==> src/hw/rtl/swdr_pkg.sv <==
// shared types and constants for the sliding window difference run block
package swdr_pkg;

    localparam int NUM_LANES          = 4;
    localparam int DEF_MAX_HALF_WIDTH = 31;
    localparam int DEF_COUNT_BITS     = 16;
    localparam int POS_BITS           = 32;
    localparam int COORD_BITS         = 34;
    localparam int HW_CFG_BITS        = 5;

    localparam logic FUNC_POSITION = 1'b0;
    localparam logic FUNC_FLUSH    = 1'b1;

    typedef enum logic [2:0] {
        S_IDLE,
        S_READ,
        S_SUB,
        S_CMP,
        S_ADD,
        S_ACMP,
        S_DONE
    } state_t;

    typedef enum logic [1:0] {
        LOP_NONE,
        LOP_ADD,
        LOP_SUB
    } lane_op_t;

    typedef struct packed {
        lane_op_t op;
        logic     load_prev;
    } lane_ctl_t;

endpackage

==> src/hw/rtl/swdr_clip.sv <==
// clips a run to zero and the contig size and drops empty or all-zero runs
module swdr_clip (
    input  logic signed [swdr_pkg::COORD_BITS-1:0] start_in,
    input  logic signed [swdr_pkg::COORD_BITS-1:0] end_in,
    input  logic [swdr_pkg::POS_BITS-1:0]          size,
    input  logic                                   any,
    output logic                                   valid,
    output logic [swdr_pkg::POS_BITS-1:0]          start_out,
    output logic [swdr_pkg::POS_BITS-1:0]          end_out
);
    import swdr_pkg::*;

    logic signed [COORD_BITS-1:0] s;
    logic signed [COORD_BITS-1:0] e;
    logic signed [COORD_BITS-1:0] sz;

    always_comb begin
        s     = start_in;
        e     = end_in;
        sz    = signed'(COORD_BITS'(size));
        valid = any;
        if (s < COORD_BITS'(0)) begin
            if (e > COORD_BITS'(0)) begin
                s = '0;
            end else begin
                valid = 1'b0;
            end
        end
        if (e > sz) begin
            if (s < sz) begin
                e = sz;
            end else begin
                valid = 1'b0;
            end
        end
        start_out = s[POS_BITS-1:0];
        end_out   = e[POS_BITS-1:0];
    end

endmodule

==> config.mk <==
export PLATFORM = sky130hd
export DESIGN_NAME = swdr_clip
export DESIGN_NICKNAME = d
export VERILOG_FILES = /design/src/hw/rtl/swdr_pkg.sv /design/src/hw/rtl/swdr_clip.sv
export SDC_FILE = /design/constraint.sdc
export NUM_CORES = 1
export LEC_CHECK = 0
export ABC_AREA = 1
export BUFFER_PORTS_ARGS = -buffer_cell sky130_fd_sc_hd__buf_2
export CAP_MARGIN = 20
export CELL_PAD_IN_SITES_DETAIL_PLACEMENT = 1
export CELL_PAD_IN_SITES_GLOBAL_PLACEMENT = 1
export CORE_ASPECT_RATIO = 0.9
export CORE_UTILIZATION = 27
export DETAILED_ROUTE_END_ITERATION = 8
export PLACE_DENSITY_LB_ADDON = 0.1
export SLEW_MARGIN = 15
export SYNTH_ARGS = -nofsm -noshare
export SYNTH_HDL_FRONTEND = slang
export SYNTH_SLANG_ARGS = --single-unit
==> constraint.sdc <==
create_clock -name vclk -period 2.9
set_clock_uncertainty 0.1 [all_clocks]
set_input_delay 0.145 -clock vclk [all_inputs]
set_output_delay 0.145 -clock vclk [all_outputs]
set_load 0.01 [all_outputs]
After elaboration in Yosys (flattened, before gate mapping)
Cells that the tools add are included.
W data, S select, Z words.
{ "classes": {"magnitude_cmp": 4, "muxes": 8} }
{ "ops": {"columns": ["op", "n"], "rows": [
  ["$mux W34", 2],
  ["$mux W32", 2],
  ["$gt A34 B1 Y1 const B", 1],
  ["$gt A34 B33 Y1", 1],
  ["$lt A34 B1 Y1 const B", 1],
  ["$lt A34 B33 Y1", 1],
  ["$mux W1", 4]
]} }
{ "totals": {"register_bits": 0, "inputBits": 101, "out_inout_bits": 65, "elab_cells": 12} }

Depth between registers and ports, before layout
{ "logic_depth": {"word_depth": 6, "depth_mapped": 24, "depth_no_buf": 22} }

Worst setup path after synthesis
Ideal clock, no wire load.
{ "synth_timing": {"path_kind": "input to output", "start": "input port end_in[23] in the netlist's numbering", "end": "output port end_out[10] in the netlist's numbering", "arrival_ps": 2616, "t_required_ps": 2655, "slack_ps": 39, "stages": 22, "path_buffers": 2, "path_cell_list": "or2_1 nor2_1 nand2_1 nor2_1 nand2_1 nand3_2 clkbuf_1 nand2_1 inv_1 ha_1 a21oi_1 nor2_1 a211oi_1 o21ai_0 nand4_1 nand2_1 nor2_1 nand2_2 nand2_2 buf_2 nand3_1 nand2_1"} }
{ "synth_via": {"elab_chain_cells": 6, "word_cells_on_any_way": 7, "classes_between": "order compare (3); mux (4)"} }
{ "synth_lines": {"columns": ["element", "line_no", "source"], "rows": [
  ["from (decl)", "swdr_clip.sv:4", "input logic signed [swdr_pkg::COORD_BITS-1:0] end_in,"],
  ["$gt A34 B1 Y1", "swdr_clip.sv:23", "if (e > COORD_BITS'(0)) begin"],
  ["$mux W34", "swdr_clip.sv:23", null],
  ["$mux W34", "swdr_clip.sv:22", "if (s < COORD_BITS'(0)) begin"],
  ["via start_out, one bit", "swdr_clip.sv:8", "output logic [swdr_pkg::POS_BITS-1:0] start_out,"],
  ["$lt A34 B33 Y1", "swdr_clip.sv:30", "if (s < sz) begin"],
  ["$mux W32", "swdr_clip.sv:30", null],
  ["$mux W32", "swdr_clip.sv:29", "if (e > sz) begin"],
  ["to (decl)", "swdr_clip.sv:9", "output logic [swdr_pkg::POS_BITS-1:0] end_out"]
]} }
The timed path passes the listed nets, and every way through them passes these cells.

Worst setup path in the final report
{ "layout_timing": {"start": "input port end_in[25] in the netlist's numbering", "end": "output port end_out[13] in the netlist's numbering"} }
{ "layout_via": {"elab_chain_cells": 6, "word_cells_on_any_way": 7, "classes_between": "order compare (3); mux (4)"} }
{ "layout_lines": {"columns": ["element", "line_no"], "rows": [
  ["$gt A34 B1 Y1", "swdr_clip.sv:23"],
  ["$mux W34", "swdr_clip.sv:23"],
  ["$mux W34", "swdr_clip.sv:22"],
  ["$lt A34 B33 Y1", "swdr_clip.sv:30"],
  ["$mux W32", "swdr_clip.sv:30"],
  ["$mux W32 *", "swdr_clip.sv:29"]
]} }
Every way passes the cells marked *; elsewhere a longest branch is shown, timed or not.

==> summary.md <==
| Metric | Value |
|---|---|
| Switching power | `0.5039 mW` |
| Via count | `4147` |
| Post-synth top area cell | `ha_1` |
| Die area | `9341 um2` |
| Metal2 WL | `8158 um` |
| Crit path largest cell delay | `0.23 ns` |
| Top cells by area, synth | `ha_1 33%, nand2_1 22%, inv_1 11%` |
| CP startpoint | `end_in[25]` |
| Register area share after synthesis | `0%` |
| Starting DRT DRC Count | `76` |
| Routed len/inst | `18.39 um` |
| Area Overhead vs Synth | `109.6%` |
| Global-route wire length before repair | `21560 um` |
| GPL Wtd Cong | `0.8336` |
| Max Freq | `287.5 MHz` |
| Post-synth top area share | `32.59%` |
| Metal-1 WL | `5785 um` |
| Yosys warning total | `0` |
| Initial antenna violation count | `0` |
| Failing checks | `setup timing` |
| CP most frequent cell | `nand2_2` |
| Row cnt | `32` |
| Netlist cell types | `27` |
| Buf+Inv Stages, Crit Path | `6` |
| Syn_nets | `598` |
| ANT nets after route | `0` |
| Uppermost layer routed | `met4` |
| Layout cells sized above 1 | `55.71%` |
| Largest net degree at the start of global routing | `18` |
| Max cap viols | `0` |
| Peak supply drop | `0.07274 mV` |
| Crit path DAT | `3.23 ns` |
| Sw Ratio | `51.09%` |
| Relative slew slack | `71.84%` |
| # DRC | `0` |
| CP max FO | `7` |
| Worst path depth | `25` |
| Power density over cell area | `194.6 nW/um2` |
| Final Hold Fails | `0` |
| Fin crit period | `3.478 ns` |
| Comb power frac | `100.0%` |
| Antenna cells | `0` |
| # clk buffers | `0` |
| Hpwl dp | `9749 um` |
| GRT Resource Usage Total | `29.44%` |
| Syn avg cell area | `5.573 um2` |
| Critical Path RT | `2.65 ns` |
| Setup ws final | `-0.5781 ns` |
| Least-Margin Pin Slew | `0.4186 ns` |
| Worst slack at placement | `-0.7044 ns` |
| Chip height | `91.79 um` |
| Sequential Power Share | `0%` |
| Power Total | `0.9864 mW` |
| Mapped cell area | `2419 um2` |
| Clk network pwr share | `0%` |
| Pleak | `2.998 nW` |
| DIE WIDTH | `101.8 um` |
| Status | `complete, but fails checks` |
| Worst Hold Class | `in2out` |
| CP top delay family | `simple AND/OR/NAND/NOR gates` |
| Final setup violation count | `34` |
| GRT overflow | `0` |
| Total wire length | `15230 um` |
| Met3 WL | `756 um` |
| Syn Inst Count | `434` |
| # port buffers | `166` |
| Design area | `5069 um2` |
| Max-slew violations | `0` |
| Worst path slowest cell | `or2_1` |
| # IOs | `166` |
| DP Area | `3934 um2` |
| TNS Setup | `-18.08 ns` |
| 1st-pass router iterations | `4` |
| Initial Util | `27.97%` |
| Crit Path Category | `in2out` |
| Setup crit end kind | `output pin` |
| Fin crit share | `119.9%` |
| Critical Path Start Type | `input pin` |
| Seq cells | `0` |
| Worst setup endpoint | `end_out[13]` |
| Core area | `8648 um2` |
| Hold WS | `0.5037 ns` |
| RSZ-0062 raised after global routing | `true` |
| P_int | `0.4825 mW` |
| Number of global-route vias before repair | `4547` |
| Nets | `875` |
| Avg Vias per Cell | `5.008` |
| Register area | `0 um2` |
repair_timing:
action / CTS / global route
hold buffers: 0 / 0
endpoints found under the setup margin: 33 / 34
gates resized for setup: 94 / 53
setup buffers: 37 / 3
cloned: 6 / 2
pin swaps: 23 / 41
per-layer routing:
| layer | global-route usage, % | vias to the layer above |
|---|---|---|
| li1 | - | 1974 |
| met1 | 30.78 | 1969 |
| met2 | 60.08 | 160 |
| met3 | 3.582 | 44 |
| met4 | 7.126 | 0 |
| met5 | 0 | - |
how the worst min path moves through the flow:
stage | start | slack [ns] | to | cells past startpoint
final | start_in[1] | 0.50 | start_out[1] | 4
after global routing | start_in[1] | 0.52 | start_out[1] | 4
after CTS | start_in[0] | 0.49 | start_out[0] | 4
after detailed placement | start_in[0] | 0.49 | start_out[0] | 4
after global placement | start_in[5] | 0.49 | start_out[5] | 4
after floorplan | any | 0.29 | valid | 2
power groups by stage:
| stage | registers, mW | clock network [mW] | logic (mW) |
|---|---|---|---|
| detailed placement | 0 | 0 | 0.687 |
| floorplan | 0 | 0 | 0.333 |
| CTS | 0 | 0 | 0.864 |
| global route | 0 | 0 | 1.06 |
| finish | 0 | 0 | 0.986 |
| global placement | 0 | 0 | 0.663 |
final cells by class:
cell class | instances | area [um2]
Fill cell | 1163 | 3580
Multi-Input combinational cell | 349 | 2526
Timing Repair Buffer | 287 | 2117
Inverter | 73 | 276.5
Tap cell | 119 | 148.9
synthesized netlist by cell type:
| library cell | number |
|---|---|
| a21oi_1 | 32 |
| nand4_2 | 1 |
| a211oi_1 | 2 |
| inv_2 | 2 |
| nor2_1 | 33 |
| buf_6 | 3 |
| or4_1 | 1 |
| nand3_2 | 1 |
| o211ai_1 | 5 |
| nand2_1 | 139 |
| inv_1 | 71 |
| o2111ai_1 | 1 |
| o21ai_0 | 7 |
| nor4_1 | 1 |
| or2_2 | 1 |
| or2_0 | 1 |
| nand4_1 | 9 |
| nand3_1 | 39 |
| clkbuf_1 | 3 |
| nand2_2 | 4 |
| o21a_1 | 1 |
| nor3_1 | 5 |
| buf_2 | 6 |
| nand3b_1 | 1 |
| ha_1 | 63 |
| a21o_1 | 1 |
| or2_1 | 1 |
placed cells by master (no fill, tap or decap), types with 2 or more instances in the layout:
master     netlist  routed
ha_1            63      51
nand4_1          9       9
clkbuf_16        0       2
nand2_2          4      26
or2_1            1       2
ha_4             0      12
nor3_1           5       3
a21oi_1         32      21
buf_8            0       2
nand3_1         39      18
nand2_1        139     112
a211oi_1         2       2
buf_6            3      20
inv_1           71      54
buf_2            6     150
o21ai_1          0       3
nand2_4          0       4
buf_16           0       5
inv_2            2      18
o21ai_0          7       4
o211ai_1         5       5
buf_4            0     100
nor2_1          33      24
a21oi_2          0      11
buf_12           0       7
nand3_4          0       2
nor2_2           0       8
nand3_2          1      20
cells by family after synthesis:
group           share of synthesized area, %
buf+inv                                14.43
simple gates                           41.75
compound gates                         11.23
fa+ha+maj                              32.59
per-stage QoR:
stage	utilization (%)	std cells
after CTS	55.34	823
final	58.61	828
after global placement	45.49	780
after detailed placement	45.49	780
after global routing	58.61	828
after floorplan	-	434
(Power assumes the default switching activity.)
