[src/hw/rtl/swdr_pkg.sv]
// shared types and constants for the sliding window difference run block
package swdr_pkg;

    localparam int NUM_LANES          = 4;
    localparam int DEF_MAX_HALF_WIDTH = 31;
    localparam int DEF_COUNT_BITS     = 16;
    localparam int POS_BITS           = 32;
    localparam int COORD_BITS         = 34;
    localparam int HW_CFG_BITS        = 5;

    localparam logic FUNC_POSITION = 1'b0;
    localparam logic FUNC_FLUSH    = 1'b1;

    typedef enum logic [2:0] {
        S_IDLE,
        S_READ,
        S_SUB,
        S_CMP,
        S_ADD,
        S_ACMP,
        S_DONE
    } state_t;

    typedef enum logic [1:0] {
        LOP_NONE,
        LOP_ADD,
        LOP_SUB
    } lane_op_t;

    typedef struct packed {
        lane_op_t op;
        logic     load_prev;
    } lane_ctl_t;

endpackage

[src/hw/rtl/swdr_lanes.sv]
// shared per-lane add/subtract unit with running sums and clamped differences
module swdr_lanes #(
    parameter int COUNT_BITS = 16,
    parameter int SUM_W      = 22
) (
    input  logic                                         aclk,
    input  logic                                         aresetn,
    input  swdr_pkg::lane_ctl_t                          ctl,
    input  logic [swdr_pkg::NUM_LANES-1:0][COUNT_BITS-1:0] t_in,
    input  logic [swdr_pkg::NUM_LANES-1:0][COUNT_BITS-1:0] c_in,
    output logic [swdr_pkg::NUM_LANES-1:0][SUM_W-1:0]      prev,
    output logic                                         changed,
    output logic                                         prev_any
);
    import swdr_pkg::*;

    logic [NUM_LANES-1:0][SUM_W-1:0] tsum_reg, tsum_next;
    logic [NUM_LANES-1:0][SUM_W-1:0] csum_reg, csum_next;
    logic [NUM_LANES-1:0][SUM_W-1:0] prev_reg, prev_next;
    logic [NUM_LANES-1:0][SUM_W-1:0] diff;

    always_comb begin
        tsum_next = tsum_reg;
        csum_next = csum_reg;
        for (int l = 0; l < NUM_LANES; l++) begin
            case (ctl.op)
                LOP_ADD: begin
                    tsum_next[l] = tsum_reg[l] + SUM_W'(t_in[l]);
                    csum_next[l] = csum_reg[l] + SUM_W'(c_in[l]);
                end
                LOP_SUB: begin
                    tsum_next[l] = tsum_reg[l] - SUM_W'(t_in[l]);
                    csum_next[l] = csum_reg[l] - SUM_W'(c_in[l]);
                end
                default: begin
                end
            endcase
            diff[l] = (tsum_reg[l] > csum_reg[l]) ? tsum_reg[l] - csum_reg[l] : '0;
        end
        prev_next = ctl.load_prev ? diff : prev_reg;
    end

    assign prev     = prev_reg;
    assign changed  = (diff != prev_reg);
    assign prev_any = |prev_reg;

    always_ff @(posedge aclk) begin
        if (!aresetn) begin
            tsum_reg <= '0;
            csum_reg <= '0;
            prev_reg <= '0;
        end else begin
            tsum_reg <= tsum_next;
            csum_reg <= csum_next;
            prev_reg <= prev_next;
        end
    end

endmodule

[config.mk]
export PLATFORM = sky130hd
export DESIGN_NAME = swdr_lanes
export DESIGN_NICKNAME = d
export VERILOG_FILES = /design/src/hw/rtl/swdr_pkg.sv /design/src/hw/rtl/swdr_lanes.sv
export SDC_FILE = /design/constraint.sdc
export NUM_CORES = 1
export LEC_CHECK = 0
export ABC_CLOCK_PERIOD_IN_PS = 5800
export BUFFER_PORTS_ARGS = -buffer_cell sky130_fd_sc_hd__buf_2
export CORE_MARGIN = 4
export CORE_UTILIZATION = 55
export DETAILED_ROUTE_END_ITERATION = 10
export MAX_ROUTING_LAYER = met4
export PLACE_DENSITY = 0.83
export REMOVE_ABC_BUFFERS = 1
export SLEW_MARGIN = 25
export SYNTH_ARGS = -nofsm -noshare
export SYNTH_HDL_FRONTEND = slang
export SYNTH_SLANG_ARGS = --single-unit
export TNS_END_PERCENT = 100
[constraint.sdc]
create_clock -name aclk -period 5.8 [get_ports aclk]
set_clock_uncertainty 0.15 [all_clocks]
set_input_delay 0 -clock aclk [delete_from_list [all_inputs] [get_ports aclk]]
set_output_delay 0 -clock aclk [all_outputs]
set_load 0.05 [all_outputs]
After elaboration in Yosys (flattened, before gate mapping)
Index checks and enable logic that the tools add are counted.

Input port bits: 133. Output and inout port bits: 90. Register bits after elaboration: 264.

Add/sub/neg operators: 20. $lt $le $gt $ge: 4. Muxes and demuxes: 12. Equal/unequal tests: 3. Reductions and logical operators: 2.

Operator list (number): $pmux W22 S2 (8); $add A22 B16 Y22 (8); $sub A22 B16 Y22 (8); $gt A22 B22 Y1 (4); $mux W22 (4); $ne A88 B88 Y1 (1); $reduce_or A88 Y1 (1); $sub A22 B22 Y22 (4); $eq A2 B1 Y1 const B (1); $eq A2 B2 Y1 const B (1); $reduce_bool A2 Y1 (1).

Longest topological paths before layout
Gate-level depths: netlist (run 1).

Word-level depth: 3. Depth in mapped cells: 20.

Worst setup path after synthesis (run 1)
Ideal clock, no wire load.

Path type: in2reg. Start point: input ctl[1] in the netlist's numbering. End point: register tsum_reg[21] in the netlist's numbering. Stages: 18. Data required time: 5.532 ns. Setup slack: 1.298 ns. Buffers on the path: 4. Arrival time: 4.234 ns. Path through: inv_1 > ha_1 > clkbuf_1 > buf_1 > clkbuf_1 > buf_1 > mux2i_1 > ha_1 > a21o_1 > a211oi_2 > o21ai_1 > a41o_1 > o41a_1 > a41o_1 > o41ai_2 > o21ai_1 > mux2_1 > mux2i_1.

Longest elaborated chain between the ends: 2. Elaborated cells between the ends (all ways): 4. Classes of those cells: 2 x eq/ne; 1 x mux; 1 x reduce/logical.

Ends and longest elaborated chain: start: declaration (RTL line swdr_lanes.sv:8) `input swdr_pkg::lane_ctl_t ctl,`; $eq A2 B2 Y1 / $eq A2 B1 Y1 (equally long branches) (RTL line swdr_lanes.sv:26) `case (ctl.op)`; $pmux W22 S2 / $reduce_bool A2 Y1 (equally long branches); end signal: assignment (RTL line swdr_lanes.sv:53) `tsum_reg <= tsum_next;`; end: declaration (RTL line swdr_lanes.sv:17) `logic [NUM_LANES-1:0][SUM_W-1:0] tsum_reg, tsum_next;`.

Parallel ways exist; a longest one is shown, timed or not. A chain may end at the register's enable or synchronous reset.

Worst setup path after layout (run 1)
Start point: register tsum_reg[44] in the netlist's numbering. End point: output changed.

Longest elaborated chain between the ends: 3. Elaborated cells between the ends (all ways): 4. Classes of those cells: 1 x add/sub; 1 x order compare; 1 x eq/ne; 1 x mux.

Ends and longest elaborated chain: $sub A22 B22 Y22 / $gt A22 B22 Y1 (equally long branches) (RTL line swdr_lanes.sv:38) `diff[l] = (tsum_reg[l] > csum_reg[l]) ? tsum_reg[l] - csum_reg[l] : '0;`; $mux W22 (*) (RTL line swdr_lanes.sv:38); $ne A88 B88 Y1 (*) (RTL line swdr_lanes.sv:44) `assign changed = (diff != prev_reg);`; end: declaration (RTL line swdr_lanes.sv:12) `output logic changed,`.

Every way passes the cells marked *; elsewhere a longest branch is shown, timed or not.

==> results by group, run 1 <==
Floorplanning
  • Initial cell density of the core: 0.559
  • Die Area: 0.0537 mm2
  • Core area: 0.0493 mm2
  • DIE HEIGHT: 232 um
  • Die width: 232 um
  • Top Ports: 223
  • FP Rows: 81

Route
  • Routed len/inst: 17.7 um
  • Drt drc: 0
  • Vias: 27,400
  • Antenna Nets Post-Route: 0
  • Initial DRC Count: 2,414
  • First-pass DRT Iterations: 5
  • Final wirelength: 80.8 mm
  • DR vias/cell: 5.99

Timing
  • RSZ-0062 raised after global routing: false
  • Min setup slack post-route: 0.770 ns
  • Final Setup Violations: 0
  • Pin slew with the least headroom to its limit: 1.10 ns
  • Max Clk Rate: 0.199 GHz
  • Final Hold Viols: 0
  • Final Slew Violations: 0
  • Setup TNS: 0 ns
  • Fin crit share: 0.867
  • Tmin final: 5.03 ns
  • Rel. slew slack: 0.258

Place
  • Area of placed instances: 0.0291 mm2
  • Number of port buffers: 222
  • DP Wirelength: 62.2 mm
  • Placed cells: 4,461
  • GPL Wtd Cong: 0.988
  • Dpl ws: 1.43 ns

Clock tree
  • Num CTS Buffers: 31
  • # H-tree levels: 1
  • CTS tree: yes
  • Worst-path clk slew: 0.06 ns
  • Cts hold-fix bufs: 50
  • Resized cells post-CTS: 0
  • Longest Clk Path Bufs: 3
  • Clock sink count: 264
  • Clk_lat worst skew: 0.60 ns
  • Clock Tree Root: clkbuf_16
  • Setup Fix Bufs, Post-CTS: 0

Logic synthesis
  • Synthesized flop and latch total: 264
  • Post-synthesis sequential area ratio: 0.192
  • Netlist cell types: 99
  • Area of the mapped netlist: 0.0275 mm2
  • Cell taking the most area after synthesis: dfxtp_1
  • Avg Cell Area, Syn: 7.45 um2
  • Post-synthesis async set-or-reset flop share: 0
  • EDFF count, synth: 0
  • Ys Warns: 0
  • Dominant cells by area after synthesis: dfxtp_1 (19%), ha_1 (12%), xnor2_1 (7.4%)
  • Gate Count Post-Synth: 3,696
  • Synth Flop Type: dfxtp_1
  • Yosys top cell area share: 0.192

Worst setup path
  • Worst-path cell chain: inv_1 -> ha_1 -> inv_1 -> fa_1 -> a211oi_1 -> o211ai_2 -> nand3_2 -> a2111oi_4 -> or2_1 -> o21ai_0 -> and4_1 -> a2111oi_2 -> nand4_1 -> nor2_1 -> nand4_1 -> buf_2
  • Worst Path Arrival: 4.88 ns
  • Critical Path Sink Type: output port
  • Worst path max stage delay: 0.78 ns
  • Buf/Inv on CP: 3
  • Worst setup SP type: flip-flop
  • CP Data Required Time: 5.65 ns
  • WS Path Type: flip-flop to output port
  • Crit path max fanout: 29
  • CP delay by family, top: simple AND/OR/NAND/NOR gates
  • CP max-delay cell: or2_1

Finish
  • Share of layout cells above drive strength 1: 0.0899
  • Finished Layout Cells: 4,567
  • Final core utilization: 0.623
  • Final Cell Area: 0.0307 mm2
  • Layout area overhead: 11.4%
  • Ant diodes: 0
  • Layout Nets: 4,290
  • Commonest non-fill, non-tap cell in the layout: nand2_1
  • FILL cells: 4,401
  • Most frequent cells in the layout: nand2_1 (324), nor2_1 (293), ha_1 (264), dfxtp_1 (264), a21oi_1 (235)

Status
  • Outcome: completed

GRT
  • Total GRT Usage: 0.294
  • First-pass GRT wire length: 128 mm
  • Largest net degree at the start of global routing: 194
  • Initial antenna violation count: 0
  • Total grt overflow: 0
  • Vias in the first global route: 25,200

Pwr
  • Power per Cell Area: 492 mW/mm2
  • Leakage: 13.5 nW
  • Worst vdd ir: 302 uV

Run
  • Max Cap Viol: 0

Worst hold path
  • Worst hold path class: input pin to flip-flop
[cell type report]
type / instances / area (um2) / share of cell area
clock inverter: 17 / 195 / 0.00636
inverter: 196 / 736 / 0.0240
sequential: 264 / 5290 / 0.172
timing repair buffer: 291 / 1770 / 0.0578
tap: 664 / 831 / 0.0271
multi-input combinational: 3096 / 21000 / 0.684
clock buffer: 39 / 876 / 0.0285
[worst paths after layout]
path,startpoint,end,slack [ns],cells past startpoint
worst max-delay path,tsum_reg[44],changed,0.77,16
worst max register to register,tsum_reg[44],tsum_reg[64],2.02,15
worst min register to register,csum_reg[21],csum_reg[21],0.31,2
worst min-delay path,c_in[45],csum_reg[57],0.008,6
[layer usage]
metal / global-route usage / wire length, um / vias to the layer above / part of all wire
met1: 0.376 / 35500 / 12700 / 0.44
met5: - / 0 / - / 0
met2: 0.465 / 35900 / 885 / 0.44
met3: 0.0684 / 6910 / 134 / 0.085
met4: 0.0852 / 2530 / 0 / 0.031
li1: - / - / 13700 / -
[worst reg2reg max path: cells and delay by family (launching register included)]
kind                       cells  cell delay (ns)
adders and majority gates      2             0.59
buffers and inverters          2             0.14
AOI/OAI and AO/OA              8             2.14
DFF                            1             0.31
and+or+nand+nor                3             0.35
[stage by stage]
| step | total power (W) | hold WS (ns) |
|---|---|---|
| 3_3_place_gp | 0.0126 | 0.293 |
| 5_1_grt | 0.0162 | 0.0428 |
| 4_1_cts | 0.0149 | 0.000109 |
| 3_5_place_dp | 0.0127 | 0.298 |
| 2_1_floorplan | 0.0102 | -0.0325 |
| 6_report | 0.0151 | 0.00775 |
[synthesized netlist by cell type (all sizes together), types with 13 or more instances]
cell type  count
nand2        324
nor2         294
ha           265
dfxtp        264
a21oi        235
xnor2        233
o21ai        228
inv          196
and2         159
nand3        127
nor3         123
clkbuf       105
a21o         101
nor2b        100
xor2          98
o21a          62
a21boi        50
nand2b        50
nand4         48
nor4          48
a31oi         43
and3          38
mux2i         38
buf           35
a211oi        30
a22o          30
or3           25
o211ai        23
nor3b         20
a211o         19
nand3b        17
or2           17
o21bai        16
a22oi         13
o31ai         13
[cells by family (layout without fill, tap and decap cells)]
kind of cell | Yosys count | after routing | synth area share
fa+ha+maj | 277 | 277 | 0.129
compound gates | 1000 | 1000 | 0.241
flops | 264 | 264 | 0.192
buf+inv | 336 | 543 | 0.0465
mux | 45 | 45 | 0.0168
xor+xnor | 332 | 332 | 0.106
simple gates | 1442 | 1442 | 0.268
[where the power goes]
part	total [W]	switching [W]	leakage (nW)	internal, W
clock	0.00209	0.000855	0.538	0.00124
combinational	0.0102	0.00630	10.8	0.00392
sequential	0.00280	0.000552	2.16	0.00225
total	0.0151	0.00770	13.5	0.00740
(Power assumes the default switching activity.)
==> run 2: changes to the inputs <==
ABC_CLOCK_PERIOD_IN_PS = 5650   (was 5800)
clock period = 5.65 ns   (was 5.8 ns; I/O delays follow)
==> run 2 against run 1 <==
Effect of this change:
- clock power decreased by 2%
- total power increased by 1.8%
- cell count decreased by 0.70%
- via count increased by 0.11%
- largest power group unchanged
- flip-flop and latch count unchanged
- hold slack improved by 0.0080 ns
- die area unchanged
- sequential power increased by 3%
- routed wire length decreased by 0.52%
- non-clock buffer count decreased by 33
==> results by group, run 2 (same netlist as run 1, synthesis figures left out) <==
Timing
  • Fin crit share: 0.888
  • RSZ-0062 raised after global routing: false (unchanged)
  • Pin slew with the least headroom to its limit: 1.01 ns (was 1.10 ns)
  • Final Slew Violations: 0 (unchanged)
  • Final Hold Viols: 0 (unchanged)
  • Setup TNS: 0 ns (unchanged)
  • Max Clk Rate: 0.199 GHz
  • Final Setup Violations: 0 (unchanged)
  • Rel. slew slack: 0.321 (was 0.258)
  • Min setup slack post-route: 0.634 ns (was 0.770 ns)
  • Tmin final: 5.02 ns

GRT
  • Initial antenna violation count: 2 (was 0)
  • Largest net degree at the start of global routing: 155 (was 194)
  • Vias in the first global route: 25,100 (was 25,200)
  • Total GRT Usage: 0.295 (was 0.294)
  • First-pass GRT wire length: 128 mm (about the same)
  • Total grt overflow: 0 (unchanged)

Clock tree
  • Worst-path clk slew: 0.06 ns (about the same)
  • Clock sink count: 264 (unchanged)
  • Longest Clk Path Bufs: 3 (unchanged)
  • Clk_lat worst skew: 0.56 ns (was 0.60 ns)
  • Resized cells post-CTS: 0 (unchanged)
  • # H-tree levels: 2 (was 1)
  • Clock Tree Root: clkbuf_16 (unchanged)
  • Num CTS Buffers: 34 (was 31)
  • CTS tree: yes (unchanged)

Worst setup path
  • Crit path max fanout: 18 (was 29)
  • Cell repeated most along the worst path: a21oi_1
  • Worst setup SP type: flip-flop (unchanged)
  • Worst-path cell chain: inv_1 -> ha_1 -> inv_1 -> fa_1 -> a21oi_1 -> o221a_2 -> o211ai_1 -> a21oi_1 -> o21ai_0 -> nand2_1 -> nor3_1 -> a21oi_1 -> o211ai_1 -> nor4_2 -> nand4_1 -> buf_2 (was inv_1 -> ha_1 -> inv_1 -> fa_1 -> a211oi_1 -> o211ai_2 -> nand3_2 -> a2111oi_4 -> or2_1 -> o21ai_0 -> and4_1 -> a2111oi_2 -> nand4_1 -> nor2_1 -> nand4_1 -> buf_2)
  • WS Path Type: flip-flop to output port (unchanged)
  • CP delay by family, top: compound AO/OA/AOI/OAI gates (was simple AND/OR/NAND/NOR gates)
  • Worst Path Arrival: 4.87 ns (was 4.88 ns)
  • Critical Path Sink Type: output port (unchanged)
  • Worst path max stage delay: 0.54 ns (was 0.78 ns)
  • CP max-delay cell: nand2_1 (was or2_1)
  • Buf/Inv on CP: 3 (unchanged)
  • CP Launch Point: tsum_reg[0] (was tsum_reg[44])
  • CP Data Required Time: 5.50 ns (was 5.65 ns)
  • FF-to-FF Start: tsum_reg[44] (unchanged)

Floorplanning
  • FP Rows: 81 (unchanged)
  • Initial cell density of the core: 0.559 (unchanged)
  • Core area: 0.0493 mm2 (unchanged)
  • Die width: 232 um (unchanged)
  • Top Ports: 223 (unchanged)
  • Die Area: 0.0537 mm2 (unchanged)
  • DIE HEIGHT: 232 um (unchanged)

Route
  • Vias: 27,400 (about the same)
  • Drt drc: 0 (unchanged)
  • Initial DRC Count: 2,534 (was 2,414)
  • First-pass DRT Iterations: 8 (was 5)
  • Final wirelength: 80.4 mm (was 80.8 mm)
  • DR vias/cell: 6.04 (was 5.99)
  • Routed len/inst: 17.7 um (about the same)
  • Antenna Nets Post-Route: 0 (unchanged)

Worst hold path
  • Hold path startpoint: t_in[46] (was c_in[45])
  • Worst hold path class: input pin to flip-flop (unchanged)

Place
  • Number of port buffers: 222 (unchanged)
  • DP Wirelength: 61.4 mm (was 62.2 mm)
  • GPL Wtd Cong: 0.981 (was 0.988)
  • Dpl ws: 1.18 ns (was 1.43 ns)

Finish
  • Commonest non-fill, non-tap cell in the layout: nand2_1 (unchanged)
  • Most frequent cells in the layout: nand2_1 (324), nor2_1 (293), ha_1 (264), dfxtp_1 (264), a21oi_1 (235) (unchanged)
  • Layout area overhead: 10.1% (was 11.4%)
  • Layout Nets: 4,260 (was 4,290)
  • Share of layout cells above drive strength 1: 0.0876 (was 0.0899)

Status
  • Outcome: completed (unchanged)

Pwr
  • Leakage: 13.3 nW (was 13.5 nW)
  • Power per Cell Area: 507 mW/mm2 (was 492 mW/mm2)
  • Worst vdd ir: 244 uV (was 302 uV)

Run
  • Max Cap Viol: 0 (unchanged)
run 2: worst min-delay path: stages:
cell	delay [ns]
buf_2	0.12
xnor2_1	0.14
ha_1	0.17
xnor2_1	0.13
a22o_1	0.13
run 2: worst paths after layout:
check                  to  depth (start not counted)  slack, ns
max reg2reg  tsum_reg[64]                         15       1.69
min          tsum_reg[58]                          5       0.02
max               changed                         16       0.63
min reg2reg  csum_reg[43]                          2       0.31
run 2: through the flow:
step / power (W) / cells / cell area, um2 / utilization / hold WS [ns]
global route: 0.0165 / 4535 / 30300 / 0.616 / 0.0385
detailed placement: 0.0130 / 4458 / 29100 / 0.591 / 0.304
CTS: 0.0152 / 4533 / 30300 / 0.616 / 0.00154
finish: 0.0154 / 4535 / 30300 / 0.616 / 0.0157
global placement: 0.0129 / 4458 / 29100 / 0.591 / 0.294
floorplan: 0.0105 / 3556 / 27000 / - / -0.0325
run 2: repair_timing:
item,in CTS,in global routing
hold endpoints to repair,120,0
buffers inserted,0,0
hold buffers,20,0
endpoints found under the setup margin,0,0
run 2: area by class of cell:
type | instances | area [um2]
antenna | 2 | 5.00
clock buffer | 47 | 961
clock inverter | 8 | 46.3
fill | 4555 | 18900
inverter | 196 | 736
multi-input combinational | 3096 | 21000
sequential | 264 | 5290
tap | 664 | 831
timing repair buffer | 258 | 1460
run 2: layer usage:
metal  wire (um)  vias to the layer above  global-route usage
li1            -                    13600                   -
met1       34500                    12700               0.374
met2       35800                      992               0.464
met3        7200                      171              0.0727
met4        2900                        0              0.0949
met5           0                        -                   -
run 2: power breakdown:
group          total (W)  internal (W)  switching (W)
sequential       0.00287       0.00231       0.000564
combinational     0.0105       0.00400        0.00646
clock            0.00205       0.00118       0.000871
total             0.0154       0.00749        0.00790
